<file path="src/design/trb_pkg.sv">
`timescale 1ns / 1ps
// ----------------------------------------------------------------------------
// trb_pkg
// Shared types, byte codes and register map of the touch report bridge.
// ----------------------------------------------------------------------------
package trb_pkg;

  // default report buffer depth
  localparam int REPORT_BUFFER_DEPTH = 128;

  // depth of the command queue between front and back
  localparam int QUEUE_DEPTH = 2;

  // source of an input beat
  localparam logic SRC_TOUCH = 1'b0;
  localparam logic SRC_HOST  = 1'b1;

  // destination of an output beat
  localparam logic DEST_HOST  = 1'b0;
  localparam logic DEST_TOUCH = 1'b1;

  // framing and command bytes
  localparam logic [7:0] CODE_START       = 8'hFE;
  localparam logic [7:0] CODE_END         = 8'hFF;
  localparam logic [7:0] CODE_HOST_POLL   = 8'h46;
  localparam logic [7:0] CODE_HOST_RESYNC = 8'h37;
  localparam logic [7:0] CODE_STATUS      = 8'hF5;
  localparam logic [7:0] CODE_RESYNC_HDR  = 8'hF4;

  // register reset values
  localparam logic [7:0] RST_SIZE_FIRST  = 8'h77;
  localparam logic [7:0] RST_SIZE_SECOND = 8'h5F;
  localparam logic [7:0] RST_CLEAR_CMD   = 8'h3D;

  // register map
  localparam int CFG_ADDR_W = 4;
  localparam logic [1:0] REG_SIZE_FIRST  = 2'd0;
  localparam logic [1:0] REG_SIZE_SECOND = 2'd1;
  localparam logic [1:0] REG_CLEAR_CMD   = 2'd2;

  // reply sequence steps
  localparam logic [2:0] STEP_FIRST      = 3'd0;
  localparam logic [2:0] STEP_LAST_REPLY = 3'd3;
  localparam logic [2:0] STEP_LAST_STAT  = 3'd1;
  localparam logic [2:0] STEP_LAST_SYNC  = 3'd4;

  typedef enum logic [1:0] {
    CMD_REPORT,
    CMD_STATUS,
    CMD_RESYNC
  } cmd_kind_t;

  // one queued reply job
  typedef struct packed {
    cmd_kind_t  kind;
    logic [7:0] byte0;
    logic [7:0] byte1;
  } cmd_t;

  // configuration register values
  typedef struct packed {
    logic [7:0] size_first;
    logic [7:0] size_second;
    logic [7:0] clear_cmd;
  } cfg_t;

  // queue status seen by front and back
  typedef struct packed {
    logic full;
    logic valid;
  } queue_stat_t;

endpackage

</file>
<file path="src/design/trb_if.sv">
`timescale 1ns / 1ps
// ----------------------------------------------------------------------------
// trb_if
// Valid/ready channels of the bridge: received bytes in, reply bytes out.
// ----------------------------------------------------------------------------
interface trb_in_if;
  logic       valid;
  logic       ready;
  logic       operation;
  logic [7:0] data_byte;

  modport source (output valid, output operation, output data_byte, input ready);
  modport sink   (input valid, input operation, input data_byte, output ready);
endinterface

interface trb_out_if;
  logic       valid;
  logic       ready;
  logic       dest_port;
  logic [7:0] out_byte;
  logic       last_flag;

  modport source (output valid, output dest_port, output out_byte, output last_flag,
                  input ready);
  modport sink   (input valid, input dest_port, input out_byte, input last_flag,
                  output ready);
endinterface

</file>
<file path="src/design/trb_front.sv">
`timescale 1ns / 1ps
// ----------------------------------------------------------------------------
// trb_front
// Accepts received bytes, frames touch reports and turns host commands
// into reply jobs for the command queue.
// ----------------------------------------------------------------------------
module trb_front #(
  parameter int DEPTH = trb_pkg::REPORT_BUFFER_DEPTH
) (
  input  logic                 clk,
  input  logic                 rst_n,
  trb_in_if.sink               in_ch,
  input  trb_pkg::queue_stat_t q_stat,
  output logic                 push,
  output trb_pkg::cmd_t        push_cmd
);

  localparam int CNT_W = $clog2(DEPTH);
  localparam logic [CNT_W:0] DEPTH_C = (CNT_W + 1)'(DEPTH);

  logic             cap_r, cap_nxt;
  logic             ready_r, ready_nxt;
  logic [CNT_W-1:0] fill_r, fill_nxt;
  logic [7:0]       byte0_r, byte0_nxt;
  logic [7:0]       byte1_r, byte1_nxt;
  logic [CNT_W:0]   cnt;
  logic             accept;

  assign in_ch.ready = !q_stat.full;
  assign accept      = in_ch.valid && in_ch.ready;

  // framing and command decode
  always_comb begin
    cap_nxt   = cap_r;
    ready_nxt = ready_r;
    byte0_nxt = byte0_r;
    byte1_nxt = byte1_r;
    cnt       = {1'b0, fill_r};
    push      = 1'b0;
    push_cmd  = '{kind: trb_pkg::CMD_STATUS, byte0: byte0_r, byte1: byte1_r};
    if (accept) begin
      if (in_ch.operation == trb_pkg::SRC_TOUCH) begin
        if (cap_r) begin
          // keep the first two bytes of the report
          if (fill_r[CNT_W-1:1] == '0) begin
            if (fill_r[0]) begin
              byte1_nxt = in_ch.data_byte;
            end else begin
              byte0_nxt = in_ch.data_byte;
            end
          end
          cnt = cnt + 1'b1;
          if (in_ch.data_byte == trb_pkg::CODE_END) begin
            ready_nxt = 1'b1;
            cap_nxt   = 1'b0;
          end
        end
        if (in_ch.data_byte == trb_pkg::CODE_START) begin
          cap_nxt   = 1'b1;
          ready_nxt = 1'b0;
          cnt       = '0;
        end
        // buffer overflow aborts the report
        if (cnt >= DEPTH_C) begin
          cnt       = '0;
          cap_nxt   = 1'b0;
          ready_nxt = 1'b0;
        end
      end else begin
        if (in_ch.data_byte == trb_pkg::CODE_HOST_POLL) begin
          push = 1'b1;
          if (ready_r) begin
            push_cmd.kind = trb_pkg::CMD_REPORT;
            ready_nxt     = 1'b0;
            cnt           = '0;
          end
        end else if (in_ch.data_byte == trb_pkg::CODE_HOST_RESYNC) begin
          push          = 1'b1;
          push_cmd.kind = trb_pkg::CMD_RESYNC;
        end
      end
    end
    fill_nxt = cnt[CNT_W-1:0];
  end

  // report state
  always_ff @(posedge clk) begin
    if (!rst_n) begin
      cap_r   <= 1'b0;
      ready_r <= 1'b0;
      fill_r  <= '0;
      byte0_r <= '0;
      byte1_r <= '0;
    end else begin
      cap_r   <= cap_nxt;
      ready_r <= ready_nxt;
      fill_r  <= fill_nxt;
      byte0_r <= byte0_nxt;
      byte1_r <= byte1_nxt;
    end
  end

`ifndef NO_ASSERTIONS
  a_cap_ready_excl: assert property (@(posedge clk) disable iff (!rst_n)
    !(cap_r && ready_r))
    else $error("capturing and report ready both set");

  a_fill_bound: assert property (@(posedge clk) disable iff (!rst_n)
    {1'b0, fill_r} < DEPTH_C)
    else $error("fill count reached buffer depth");

  a_poll_clears: assert property (@(posedge clk) disable iff (!rst_n)
    push && push_cmd.kind == trb_pkg::CMD_REPORT |=> !ready_r && fill_r == '0)
    else $error("taken report not cleared");
`endif

endmodule

</file>
<file path="src/design/trb_queue.sv">
`timescale 1ns / 1ps
// ----------------------------------------------------------------------------
// trb_queue
// Short command queue between the front and the reply sequencer.
// ----------------------------------------------------------------------------
module trb_queue (
  input  logic                 clk,
  input  logic                 rst_n,
  input  logic                 push,
  input  trb_pkg::cmd_t        push_cmd,
  input  logic                 pop,
  output trb_pkg::cmd_t        head_cmd,
  output trb_pkg::queue_stat_t q_stat
);

  localparam int PTR_W = $clog2(trb_pkg::QUEUE_DEPTH);
  localparam int CNT_W = $clog2(trb_pkg::QUEUE_DEPTH + 1);
  localparam logic [CNT_W-1:0] DEPTH_C = CNT_W'(trb_pkg::QUEUE_DEPTH);

  trb_pkg::cmd_t    slot_r [trb_pkg::QUEUE_DEPTH];
  logic [PTR_W-1:0] wr_ptr_r, wr_ptr_nxt;
  logic [PTR_W-1:0] rd_ptr_r, rd_ptr_nxt;
  logic [CNT_W-1:0] count_r, count_nxt;

  assign q_stat.full  = (count_r == DEPTH_C);
  assign q_stat.valid = (count_r != '0);
  assign head_cmd     = slot_r[rd_ptr_r];

  // pointer and count update
  always_comb begin
    wr_ptr_nxt = wr_ptr_r;
    rd_ptr_nxt = rd_ptr_r;
    count_nxt  = count_r;
    if (push) begin
      wr_ptr_nxt = (wr_ptr_r == PTR_W'(trb_pkg::QUEUE_DEPTH - 1)) ? '0 : wr_ptr_r + 1'b1;
    end
    if (pop) begin
      rd_ptr_nxt = (rd_ptr_r == PTR_W'(trb_pkg::QUEUE_DEPTH - 1)) ? '0 : rd_ptr_r + 1'b1;
    end
    if (push && !pop) begin
      count_nxt = count_r + 1'b1;
    end else if (pop && !push) begin
      count_nxt = count_r - 1'b1;
    end
  end

  always_ff @(posedge clk) begin
    if (!rst_n) begin
      wr_ptr_r <= '0;
      rd_ptr_r <= '0;
      count_r  <= '0;
    end else begin
      wr_ptr_r <= wr_ptr_nxt;
      rd_ptr_r <= rd_ptr_nxt;
      count_r  <= count_nxt;
    end
  end

  // storage
  always_ff @(posedge clk) begin
    if (push) begin
      slot_r[wr_ptr_r] <= push_cmd;
    end
  end

`ifndef NO_ASSERTIONS
  a_no_overflow: assert property (@(posedge clk) disable iff (!rst_n)
    !(push && q_stat.full))
    else $error("push into full command queue");

  a_no_underflow: assert property (@(posedge clk) disable iff (!rst_n)
    !(pop && !q_stat.valid))
    else $error("pop from empty command queue");
`endif

endmodule

</file>
<file path="src/design/trb_back.sv">
`timescale 1ns / 1ps
// ----------------------------------------------------------------------------
// trb_back
// Reply sequencer: takes jobs from the queue and sends their bytes one
// beat a cycle, while the output is ready, through an output register.
// ----------------------------------------------------------------------------
module trb_back (
  input  logic                 clk,
  input  logic                 rst_n,
  input  trb_pkg::cfg_t        cfg,
  input  trb_pkg::cmd_t        head_cmd,
  input  trb_pkg::queue_stat_t q_stat,
  output logic                 pop,
  trb_out_if.source            out_ch
);

  trb_pkg::cmd_t cmd_r, cmd_nxt;
  logic          active_r, active_nxt;
  logic [2:0]    step_r, step_nxt;
  logic          out_valid_r, out_valid_nxt;
  logic          out_dest_r, out_last_r;
  logic [7:0]    out_byte_r;
  logic          load;
  logic          at_last;
  logic [2:0]    last_step;
  logic          beat_dest;
  logic [7:0]    beat_byte;
  logic          beat_last;

  // final step of the current job
  always_comb begin
    unique case (cmd_r.kind)
      trb_pkg::CMD_REPORT: last_step = trb_pkg::STEP_LAST_REPLY;
      trb_pkg::CMD_STATUS: last_step = trb_pkg::STEP_LAST_STAT;
      trb_pkg::CMD_RESYNC: last_step = trb_pkg::STEP_LAST_SYNC;
      default:             last_step = trb_pkg::STEP_FIRST;
    endcase
  end

  // byte of the current step
  always_comb begin
    beat_dest = trb_pkg::DEST_HOST;
    beat_byte = trb_pkg::CODE_END;
    beat_last = at_last;
    unique case (cmd_r.kind)
      trb_pkg::CMD_REPORT: begin
        case (step_r)
          3'd0:    beat_byte = trb_pkg::CODE_START;
          3'd1:    beat_byte = cmd_r.byte0;
          3'd2:    beat_byte = cmd_r.byte1;
          default: beat_byte = trb_pkg::CODE_END;
        endcase
      end
      trb_pkg::CMD_STATUS: begin
        beat_byte = (step_r == trb_pkg::STEP_FIRST) ? trb_pkg::CODE_STATUS
                                                    : trb_pkg::CODE_END;
      end
      trb_pkg::CMD_RESYNC: begin
        case (step_r)
          3'd0: begin
            beat_dest = trb_pkg::DEST_TOUCH;
            beat_byte = cfg.clear_cmd;
            beat_last = 1'b1;
          end
          3'd1:    beat_byte = trb_pkg::CODE_RESYNC_HDR;
          3'd2:    beat_byte = cfg.size_first;
          3'd3:    beat_byte = cfg.size_second;
          default: beat_byte = trb_pkg::CODE_END;
        endcase
      end
      default: beat_byte = trb_pkg::CODE_END;
    endcase
  end

  assign at_last = (step_r == last_step);
  assign load    = active_r && (!out_valid_r || out_ch.ready);
  assign pop     = q_stat.valid && (!active_r || (load && at_last));

  // sequencer control
  always_comb begin
    cmd_nxt    = cmd_r;
    active_nxt = active_r;
    step_nxt   = step_r;
    if (load) begin
      step_nxt = step_r + 1'b1;
      if (at_last) begin
        active_nxt = 1'b0;
      end
    end
    if (pop) begin
      cmd_nxt    = head_cmd;
      active_nxt = 1'b1;
      step_nxt   = trb_pkg::STEP_FIRST;
    end
    out_valid_nxt = out_valid_r;
    if (load) begin
      out_valid_nxt = 1'b1;
    end else if (out_ch.ready) begin
      out_valid_nxt = 1'b0;
    end
  end

  always_ff @(posedge clk) begin
    if (!rst_n) begin
      active_r    <= 1'b0;
      step_r      <= trb_pkg::STEP_FIRST;
      out_valid_r <= 1'b0;
    end else begin
      active_r    <= active_nxt;
      step_r      <= step_nxt;
      out_valid_r <= out_valid_nxt;
    end
  end

  // job and output beat payload
  always_ff @(posedge clk) begin
    cmd_r <= cmd_nxt;
    if (load) begin
      out_dest_r <= beat_dest;
      out_byte_r <= beat_byte;
      out_last_r <= beat_last;
    end
  end

  assign out_ch.valid     = out_valid_r;
  assign out_ch.dest_port = out_dest_r;
  assign out_ch.out_byte  = out_byte_r;
  assign out_ch.last_flag = out_last_r;

`ifndef NO_ASSERTIONS
  a_step_range: assert property (@(posedge clk) disable iff (!rst_n)
    active_r |-> step_r <= last_step)
    else $error("reply step beyond end of job");

  a_host_end: assert property (@(posedge clk) disable iff (!rst_n)
    load && at_last |=> out_ch.last_flag && out_ch.out_byte == trb_pkg::CODE_END)
    else $error("job did not close with end byte");
`endif

endmodule

</file>
<file path="src/design/touch_report_bridge_top.sv">
`timescale 1ns / 1ps
// ----------------------------------------------------------------------------
// touch_report_bridge_top
// Byte bridge between a touch controller link and a host link, with a
// small register port for the resync reply codes.
// ----------------------------------------------------------------------------
// Path: a host command beat passes the command queue and reply sequencer
// into the output register; touch beats give no output. Throughput: one input
// beat per cycle while the command queue has room; replies go out one beat
// per cycle while the output is ready: 2 or 4 for a poll, 5 for a resync.
// Reset: synchronous rst_n clears report state, the queue and the output
// register, and loads the register defaults; no clearing pass.
module touch_report_bridge_top #(
  parameter int REPORT_BUFFER_DEPTH = trb_pkg::REPORT_BUFFER_DEPTH
) (
  input  logic                          clk,
  input  logic                          rst_n,
  trb_in_if.sink                        in_ch,
  trb_out_if.source                     out_ch,
  input  logic                          psel,
  input  logic                          penable,
  input  logic                          pwrite,
  input  logic [trb_pkg::CFG_ADDR_W-1:0] paddr,
  input  logic [31:0]                   pwdata,
  output logic [31:0]                   prdata,
  output logic                          pready
);

  trb_pkg::cfg_t        cfg_r;
  trb_pkg::queue_stat_t q_stat;
  trb_pkg::cmd_t        push_cmd;
  trb_pkg::cmd_t        head_cmd;
  logic                 push;
  logic                 pop;
  logic                 wr_en;
  logic [1:0]           reg_idx;

  assign pready  = 1'b1;
  assign wr_en   = psel && penable && pwrite && pready;
  assign reg_idx = paddr[3:2];

  // configuration registers
  always_ff @(posedge clk) begin
    if (!rst_n) begin
      cfg_r.size_first  <= trb_pkg::RST_SIZE_FIRST;
      cfg_r.size_second <= trb_pkg::RST_SIZE_SECOND;
      cfg_r.clear_cmd   <= trb_pkg::RST_CLEAR_CMD;
    end else if (wr_en) begin
      unique case (reg_idx)
        trb_pkg::REG_SIZE_FIRST:  cfg_r.size_first  <= pwdata[7:0];
        trb_pkg::REG_SIZE_SECOND: cfg_r.size_second <= pwdata[7:0];
        trb_pkg::REG_CLEAR_CMD:   cfg_r.clear_cmd   <= pwdata[7:0];
        default:                  cfg_r             <= cfg_r;
      endcase
    end
  end

  // register readback
  always_comb begin
    unique case (reg_idx)
      trb_pkg::REG_SIZE_FIRST:  prdata = {24'd0, cfg_r.size_first};
      trb_pkg::REG_SIZE_SECOND: prdata = {24'd0, cfg_r.size_second};
      trb_pkg::REG_CLEAR_CMD:   prdata = {24'd0, cfg_r.clear_cmd};
      default:                  prdata = 32'd0;
    endcase
  end

  trb_front #(
    .DEPTH (REPORT_BUFFER_DEPTH)
  ) u_front (
    .clk      (clk),
    .rst_n    (rst_n),
    .in_ch    (in_ch),
    .q_stat   (q_stat),
    .push     (push),
    .push_cmd (push_cmd)
  );

  trb_queue u_queue (
    .clk      (clk),
    .rst_n    (rst_n),
    .push     (push),
    .push_cmd (push_cmd),
    .pop      (pop),
    .head_cmd (head_cmd),
    .q_stat   (q_stat)
  );

  trb_back u_back (
    .clk      (clk),
    .rst_n    (rst_n),
    .cfg      (cfg_r),
    .head_cmd (head_cmd),
    .q_stat   (q_stat),
    .pop      (pop),
    .out_ch   (out_ch)
  );

endmodule

</file>
<file path="src/flat_wrapper.sv">
// flat-port wrapper written by rule: the top's interface ports become plain ports
module touch_report_bridge_top_flat 
#(
  parameter int REPORT_BUFFER_DEPTH = trb_pkg::REPORT_BUFFER_DEPTH
)
  (clk, rst_n, psel, penable, pwrite, paddr, pwdata, prdata, pready, in_ch_valid, in_ch_operation, in_ch_data_byte, in_ch_ready, out_ch_valid, out_ch_dest_port, out_ch_out_byte, out_ch_last_flag, out_ch_ready);
  trb_in_if in_ch_i ();
  trb_out_if out_ch_i ();
  input  logic clk;
  input  logic rst_n;
  input  logic psel;
  input  logic penable;
  input  logic pwrite;
  input  logic [trb_pkg::CFG_ADDR_W-1:0] paddr;
  input  logic [31:0] pwdata;
  output logic [31:0] prdata;
  output logic pready;
  input wire logic [$bits(in_ch_i.valid)-1:0] in_ch_valid;
  input wire logic [$bits(in_ch_i.operation)-1:0] in_ch_operation;
  input wire logic [$bits(in_ch_i.data_byte)-1:0] in_ch_data_byte;
  output wire logic [$bits(in_ch_i.ready)-1:0] in_ch_ready;
  output wire logic [$bits(out_ch_i.valid)-1:0] out_ch_valid;
  output wire logic [$bits(out_ch_i.dest_port)-1:0] out_ch_dest_port;
  output wire logic [$bits(out_ch_i.out_byte)-1:0] out_ch_out_byte;
  output wire logic [$bits(out_ch_i.last_flag)-1:0] out_ch_last_flag;
  input wire logic [$bits(out_ch_i.ready)-1:0] out_ch_ready;
  assign in_ch_i.valid = in_ch_valid;
  assign in_ch_i.operation = in_ch_operation;
  assign in_ch_i.data_byte = in_ch_data_byte;
  assign in_ch_ready = in_ch_i.ready;
  assign out_ch_valid = out_ch_i.valid;
  assign out_ch_dest_port = out_ch_i.dest_port;
  assign out_ch_out_byte = out_ch_i.out_byte;
  assign out_ch_last_flag = out_ch_i.last_flag;
  assign out_ch_i.ready = out_ch_ready;
  touch_report_bridge_top #(.REPORT_BUFFER_DEPTH(REPORT_BUFFER_DEPTH)) u_core (.clk(clk), .rst_n(rst_n), .in_ch(in_ch_i), .out_ch(out_ch_i), .psel(psel), .penable(penable), .pwrite(pwrite), .paddr(paddr), .pwdata(pwdata), .prdata(prdata), .pready(pready));
endmodule
</file>
<file path="config.mk">
export PLATFORM = sky130hd
export DESIGN_NAME = touch_report_bridge_top_flat
export DESIGN_NICKNAME = d
export VERILOG_FILES = /design/src/design/trb_pkg.sv /design/src/design/trb_if.sv /design/src/design/trb_front.sv /design/src/design/trb_queue.sv /design/src/design/trb_back.sv /design/src/design/touch_report_bridge_top.sv /design/src/flat_wrapper.sv
export SDC_FILE = /design/constraint.sdc
export NUM_CORES = 1
export LEC_CHECK = 0
export CAP_MARGIN = 30
export CORE_MARGIN = 3
export CORE_UTILIZATION = 60
export CTS_CLUSTER_SIZE = 40
export DETAILED_ROUTE_END_ITERATION = 10
export DONT_BUFFER_PORTS = 1
export PLACE_DENSITY = 0.87
export SYNTH_ARGS = -nofsm -noshare
export SYNTH_HDL_FRONTEND = slang
export SYNTH_SLANG_ARGS = --single-unit
export TNS_END_PERCENT = 10
</file>
<file path="constraint.sdc">
create_clock -name clk -period 5.7 [get_ports clk]
set_input_delay 1.14 -clock clk [delete_from_list [all_inputs] [get_ports clk]]
set_output_delay 1.14 -clock clk [all_outputs]
set_load 0.005 [all_outputs]
</file>
---- Yosys cells after proc, flatten, opt, wreduce, memory -nomap -nowiden ----
Memory sizes are Yosys's and may differ from the RTL's. A register that Yosys moved wholly into a read port is not among the register bits.
Cells that the tools add are included.
Widths: inputs -> output; s select.
storage, ports and cells
  memory bits (writable) .................. 36
  input bits .............................. 52
  logic and storage cells ................. 126
  flip-flop bits (word level) ............. 68
  output and inout port bits .............. 45
  memories ................................ 1
operators by class
  mux-type cells .......................... 47
  reduce and logical (&&, ||, !) cells .... 36
  equality and inequality tests ........... 15
  add/sub/neg operators ................... 6
  $lt $le $gt $ge ......................... 1
  bitwise logic cells ..................... 3
memories
  memory                 words  bits a word  read ports  clocked after Yosys merged registers in  write ports  line             RTL
  u_core.u_queue.slot_r  2      18           1           1                                        1            trb_queue.sv:20  trb_pkg::cmd_t slot_r [trb_pkg::QUEUE_DEPTH];
operators by type and width
  operator             number
  $pmux 8 s3           3
  $mux 8               4
  $pmux 8 s4           1
  $mux 7               4
  $mux 1               27
  $eq 8x8->1 const B   2
  $mux 2               6
  $reduce_and 2->1     5
  $reduce_and 5->1     2
  $reduce_bool 2->1    5
  $pmux 3 s3           1
  $add 7x1->8 const B  1
  $eq 8x6->1 const B   1
  $eq 8x7->1 const B   1
  $ge 8x8->1 const B   1
  $logic_and 1x1->1    8
  $reduce_bool 4->1    2
  $eq 2x2->1 const B   3
  $eq 3x2->1 const B   2
  $logic_not 6->1      1
  $logic_not 1->1      5
  $eq 2x1->1 const B   2
  $logic_not 2->1      2
  $mux 4               1
  other kinds (13)     18

---- Longest topological paths before layout ----
  depth after elaboration ................. 9
  depth in mapped cells ................... 9
  mapped depth without buffers ............ 8

---- Cells and area by module ----
Synthesis repeated with hierarchy kept, for this count alone.
second synthesis, totals
  cell total of the unflattened synthesis .. 463
  area, all modules ....................... 5,604.1 µm²
by module, submodules not included
  module                   cells each  area an instance (µm²)  times used  sequential area each (µm²)
  trb_queue                78          1,521.5                 1           1,181.1
  trb_back                 108         1,495.2                 1           940.9
  touch_report_bridge_top  151         1,366.3                 1           480.5
  trb_front                126         1,221.2                 1           500.5

---- Worst setup path after synthesis ----
OpenSTA, ideal clock, no wires.
  path type ............................... input to register
  from .................................... input port out_ch_ready
  to ...................................... register u_core.u_queue.count_r[1]
  stages .................................. 7
  data required time ...................... 5.629 ns
  buffers on the path ..................... 0
  arrival ................................. 3.448 ns
  slack ................................... 2.182 ns
  library setup time ...................... 0.071 ns
  cell sequence ........................... nor2b_1 > o2bb2ai_1 > a31oi_1 > inv_1 > ha_1 > or3_1 > a21oi_1
on the way
  word-level cells in the longest chain between the ends .. 8
  elaborated cells on any way between the ends .. 10
  classes of those cells .................. mux: 1; reduce/logical: 9
RTL lines
  what                                         line                           RTL
  start: declaration                           flat_wrapper.sv:26             input wire logic [$bits(out_ch_i.ready)-1:0] out_ch_ready;
  $logic_or 1x1->1 (*)                         trb_back.sv:76                 assign load = active_r && (!out_valid_r || out_ch.ready);
  $logic_and 1x1->1 (*)                        trb_back.sv:76
  $logic_and 1x1->1 (*)                        trb_back.sv:77                 assign pop = q_stat.valid && (!active_r || (load && at_last));
  $logic_or 1x1->1 (*)                         trb_back.sv:77
  $logic_and 1x1->1 (*)                        trb_back.sv:77
  net u_core.pop                               touch_report_bridge_top.sv:34  logic pop;
  $logic_not 1->1                              trb_queue.sv:40                if (push && !pop) begin
  $logic_and 1x1->1                            trb_queue.sv:40
  $mux 2 or $reduce_bool 2->1 (tied branches)  n/a
  end signal: assignment                       trb_queue.sv:55                count_r <= count_nxt;
  end: declaration                             trb_queue.sv:23                logic [CNT_W-1:0] count_r, count_nxt;
Mark *: on every way through the listed nets, which the timed path passes. The rest lies on a longest branch.
A chain may end at the register's enable or synchronous reset.

---- Worst setup path in the final report ----
  from .................................... input port paddr[3] (netlist bit)
  to ...................................... output port prdata[0]
on the way
  word-level cells in the longest chain between the ends .. 2
  elaborated cells on any way between the ends .. 4
  classes of those cells .................. eq/ne: 2; mux: 1; reduce/logical: 1
RTL lines
  what                                      line                           RTL
  start: declaration                        flat_wrapper.sv:14             input logic [trb_pkg::CFG_ADDR_W-1:0] paddr;
  $eq 2x2->1, or another cell as far along  touch_report_bridge_top.sv:60  unique case (reg_idx)
  $pmux 8 s3 (*)                            touch_report_bridge_top.sv:60
  end: declaration                          flat_wrapper.sv:16             output logic [31:0] prdata;
Mark *: on every way between the ends. The rest lies on a longest branch, timed or not.

==> flow_summary.ini <==
[run_status]
outcome = completed

[worst_setup_path]
cp_max_fo = 12
cp_data_arrival_time_ps = 1930
cp-end-kind = output port
critPathLaunchType = primary input
crit_type = in2out
required_ps = 4560

[detailed_routing]
drtPass1Iterations = 5
wire_per_inst_um = 18.1
wl_um = 11100
drcViolationCount = 0
dr.first_iter.drc_count = 278
vias_per_cell = 6.12
ant_nets = 0
num_vias = 3753

[clock_network]
clk_path_buf_depth = 2
cts-root-buf = clkbuf_8
tritoncts = yes
htreeDepth = 4
insertion_delay_ps = 510
clkSinkCount = 122
cts_setup_buffers = 0
cts_resized = 0
clkTransAtPathRegs_ps = 60
cts_buffers = 17
hold_buffers = 0

[min_path]
min_path_type = reg2reg

[cells_and_area]
area.growth.synth_to_final_pct = 9.96
final_area_mm2 = 0.00609
post-route-util_pct = 68.8
antenna_cells = 0
fin_cells = 613
layout.nets = 551
drive_gt1_share_pct = 13.7

[grt]
antenna_found_initial = 0
grt_pass1_wl_um = 17700
grt_pass1_vias = 3632
grt_util_all_layers_pct = 22.5
grt_max_degree = 54
overflow = 0

[sta]
fin_skew_ps = 6.40
finalSetupViolCount = 0
rsz0062_at_grt = false
hold_viol = 0
relSlewSlack_pct = 37.7
fmax_mhz = 325
drv_slew = 0
period_share_pct = 53.9
tightest_slew_ps = 929
setup_tns_ps = 0
period_minus_slack_ps = 3070

[power]
ir_drop_mv = 0.205
p_leak_uw = 0.00230
power.density_mw_per_mm2 = 415
power.total_uw = 2530

[place]
placed_cells = 580
finalWeightedCongestion = 0.874
hpwl_um = 7290
portBuffers = 0
placed_area_mm2 = 0.00549

[synthesis]
syn_area_mm2 = 0.00554
syn_area_per_cell_um2 = 11.1
ys_ff_latch = 122
synth_seq_area_share_pct = 55.7
synthCells = 497
ys_types = 61
async_flop_share_pct = 0
synth_edf_count = 64
ys_warn_count = 0
synthFlopType = edfxtp_1

[floorplanning]
start_util_pct = 62.6
pin_count = 97
core_area_mm2 = 0.00885
rows = 34
die_h_um = 102
die_w_um = 102
die-area_mm2 = 0.0104

[run]
drv_cap = 0
## area by class of cell
cell class                 count  area (µm²)
sequential                   122        3080
multi-input combinational    335        2200
clock buffer                  20         457
clock inverter                12         136
timing repair buffer           4        31.3
fill                         624        2760
tap                          108         135
inverter                      12        45.0
## routing by layer
layer,up-vias,routed length [µm],GRT usage [%]
met5,-,0,0
met4,0,174,9.69
met3,23,938,7.65
met2,182,5670,38.1
met1,1777,4330,26.1
li1,1771,-,-
## registers in the layout (all words and copies together), names as in the netlist, 2 cells and up
signal                         cells
u_core.u_back.out_ch.out_byte      8
u_core.cfg_r                      24
u_core.u_front.byte1_r             8
u_core.u_back.cmd_r               18
u_core.u_queue.slot_r             36
u_core.u_back.step_r               3
u_core.u_front.byte0_r             8
u_core.u_queue.count_r             2
u_core.u_front.fill_r              7
## path summary, 6_finish.rpt
path | cells after the start | end | slack [ps] | start
min reg2reg | 0 | u_core.u_queue.slot_r[0][3]$_DFFE_PP_ | 470 | u_core.u_front.byte1_r[3]$_SDFFE_PN0P_
max reg2reg | 8 | u_core.u_queue.count_r[1]$_SDFFE_PN0P_ | 3210 | u_core.u_back.cmd_r[16]$_DFFE_PP_
min | 0 | u_core.u_queue.slot_r[0][3]$_DFFE_PP_ | 470 | u_core.u_front.byte1_r[3]$_SDFFE_PN0P_
max | 3 | prdata[0] | 2630 | paddr[3]
## critical path: stages
cell     delay, ps
nor2b_1        520
nand2_1        120
o21ai_0        160
## power by group
group / internal [µW] / total, µW / switching (µW)
combinational: 138 / 343 / 205
clock: 663 / 1040 / 381
sequential: 1060 / 1140 / 85.5
total: 1860 / 2530 / 672
## cells in the mapped netlist, drive strengths merged (4+ instances only)
master  instances  area [µm²]
nor2b           8        50.1
buf            29         218
clkbuf         22        82.6
or3             6        38.8
nand2          80         300
mux2           18         203
nor2           15        56.3
inv            12        45.0
a222oi          6        60.1
a211oi          9        72.6
mux2i          41         410
ha              7        87.6
nand3          11        55.1
nand4           9        56.3
nor3            6        40.0
nand2b          4        25.0
a21oi          16        80.1
edfxtp         64        1920
dfxtp          58        1160
a221oi          8        70.1
o21ai          18        90.1
## metrics by stage
| step | worst slack (ps) | hold slack [ps] |
|---|---|---|
| after floorplan | 2180 | 425 |
| after global placement | 2610 | 434 |
| after detailed placement | 2560 | 446 |
| after CTS | 2640 | 460 |
| after global routing | 2560 | 489 |
| final | 2630 | 467 |
## layout by cell type, fill, tap and decap left out, drive strengths merged, types with 6 or more instances in the layout
| cell type | n |
|---|---|
| nand2 | 80 |
| edfxtp | 64 |
| dfxtp | 58 |
| mux2i | 41 |
| conb | 25 |
| clkbuf | 20 |
| o21ai | 18 |
| mux2 | 18 |
| a21oi | 16 |
| inv | 16 |
| nor2 | 15 |
| nand3 | 11 |
| nand4 | 9 |
| a211oi | 9 |
| nor2b | 8 |
| a221oi | 8 |
| ha | 7 |
| a222oi | 6 |
| or3 | 6 |
| nor3 | 6 |
## cell families (layout without fill, tap and decap cells)
kind of cell | count (synthesis) | count (layout) | synth area share [%]
xor gates and xnor gates | 4 | 4 | 0.633
DFF | 122 | 122 | 55.7
and+or+nand+nor | 161 | 161 | 14.8
muxes | 59 | 59 | 11.1
other | 2 | 25 | 0.136
buffers and inverters | 63 | 48 | 6.23
adders and majority gates | 7 | 7 | 1.58
AOI/OAI and AO/OA | 79 | 79 | 9.94
Power figures use the tool's default switching activity.
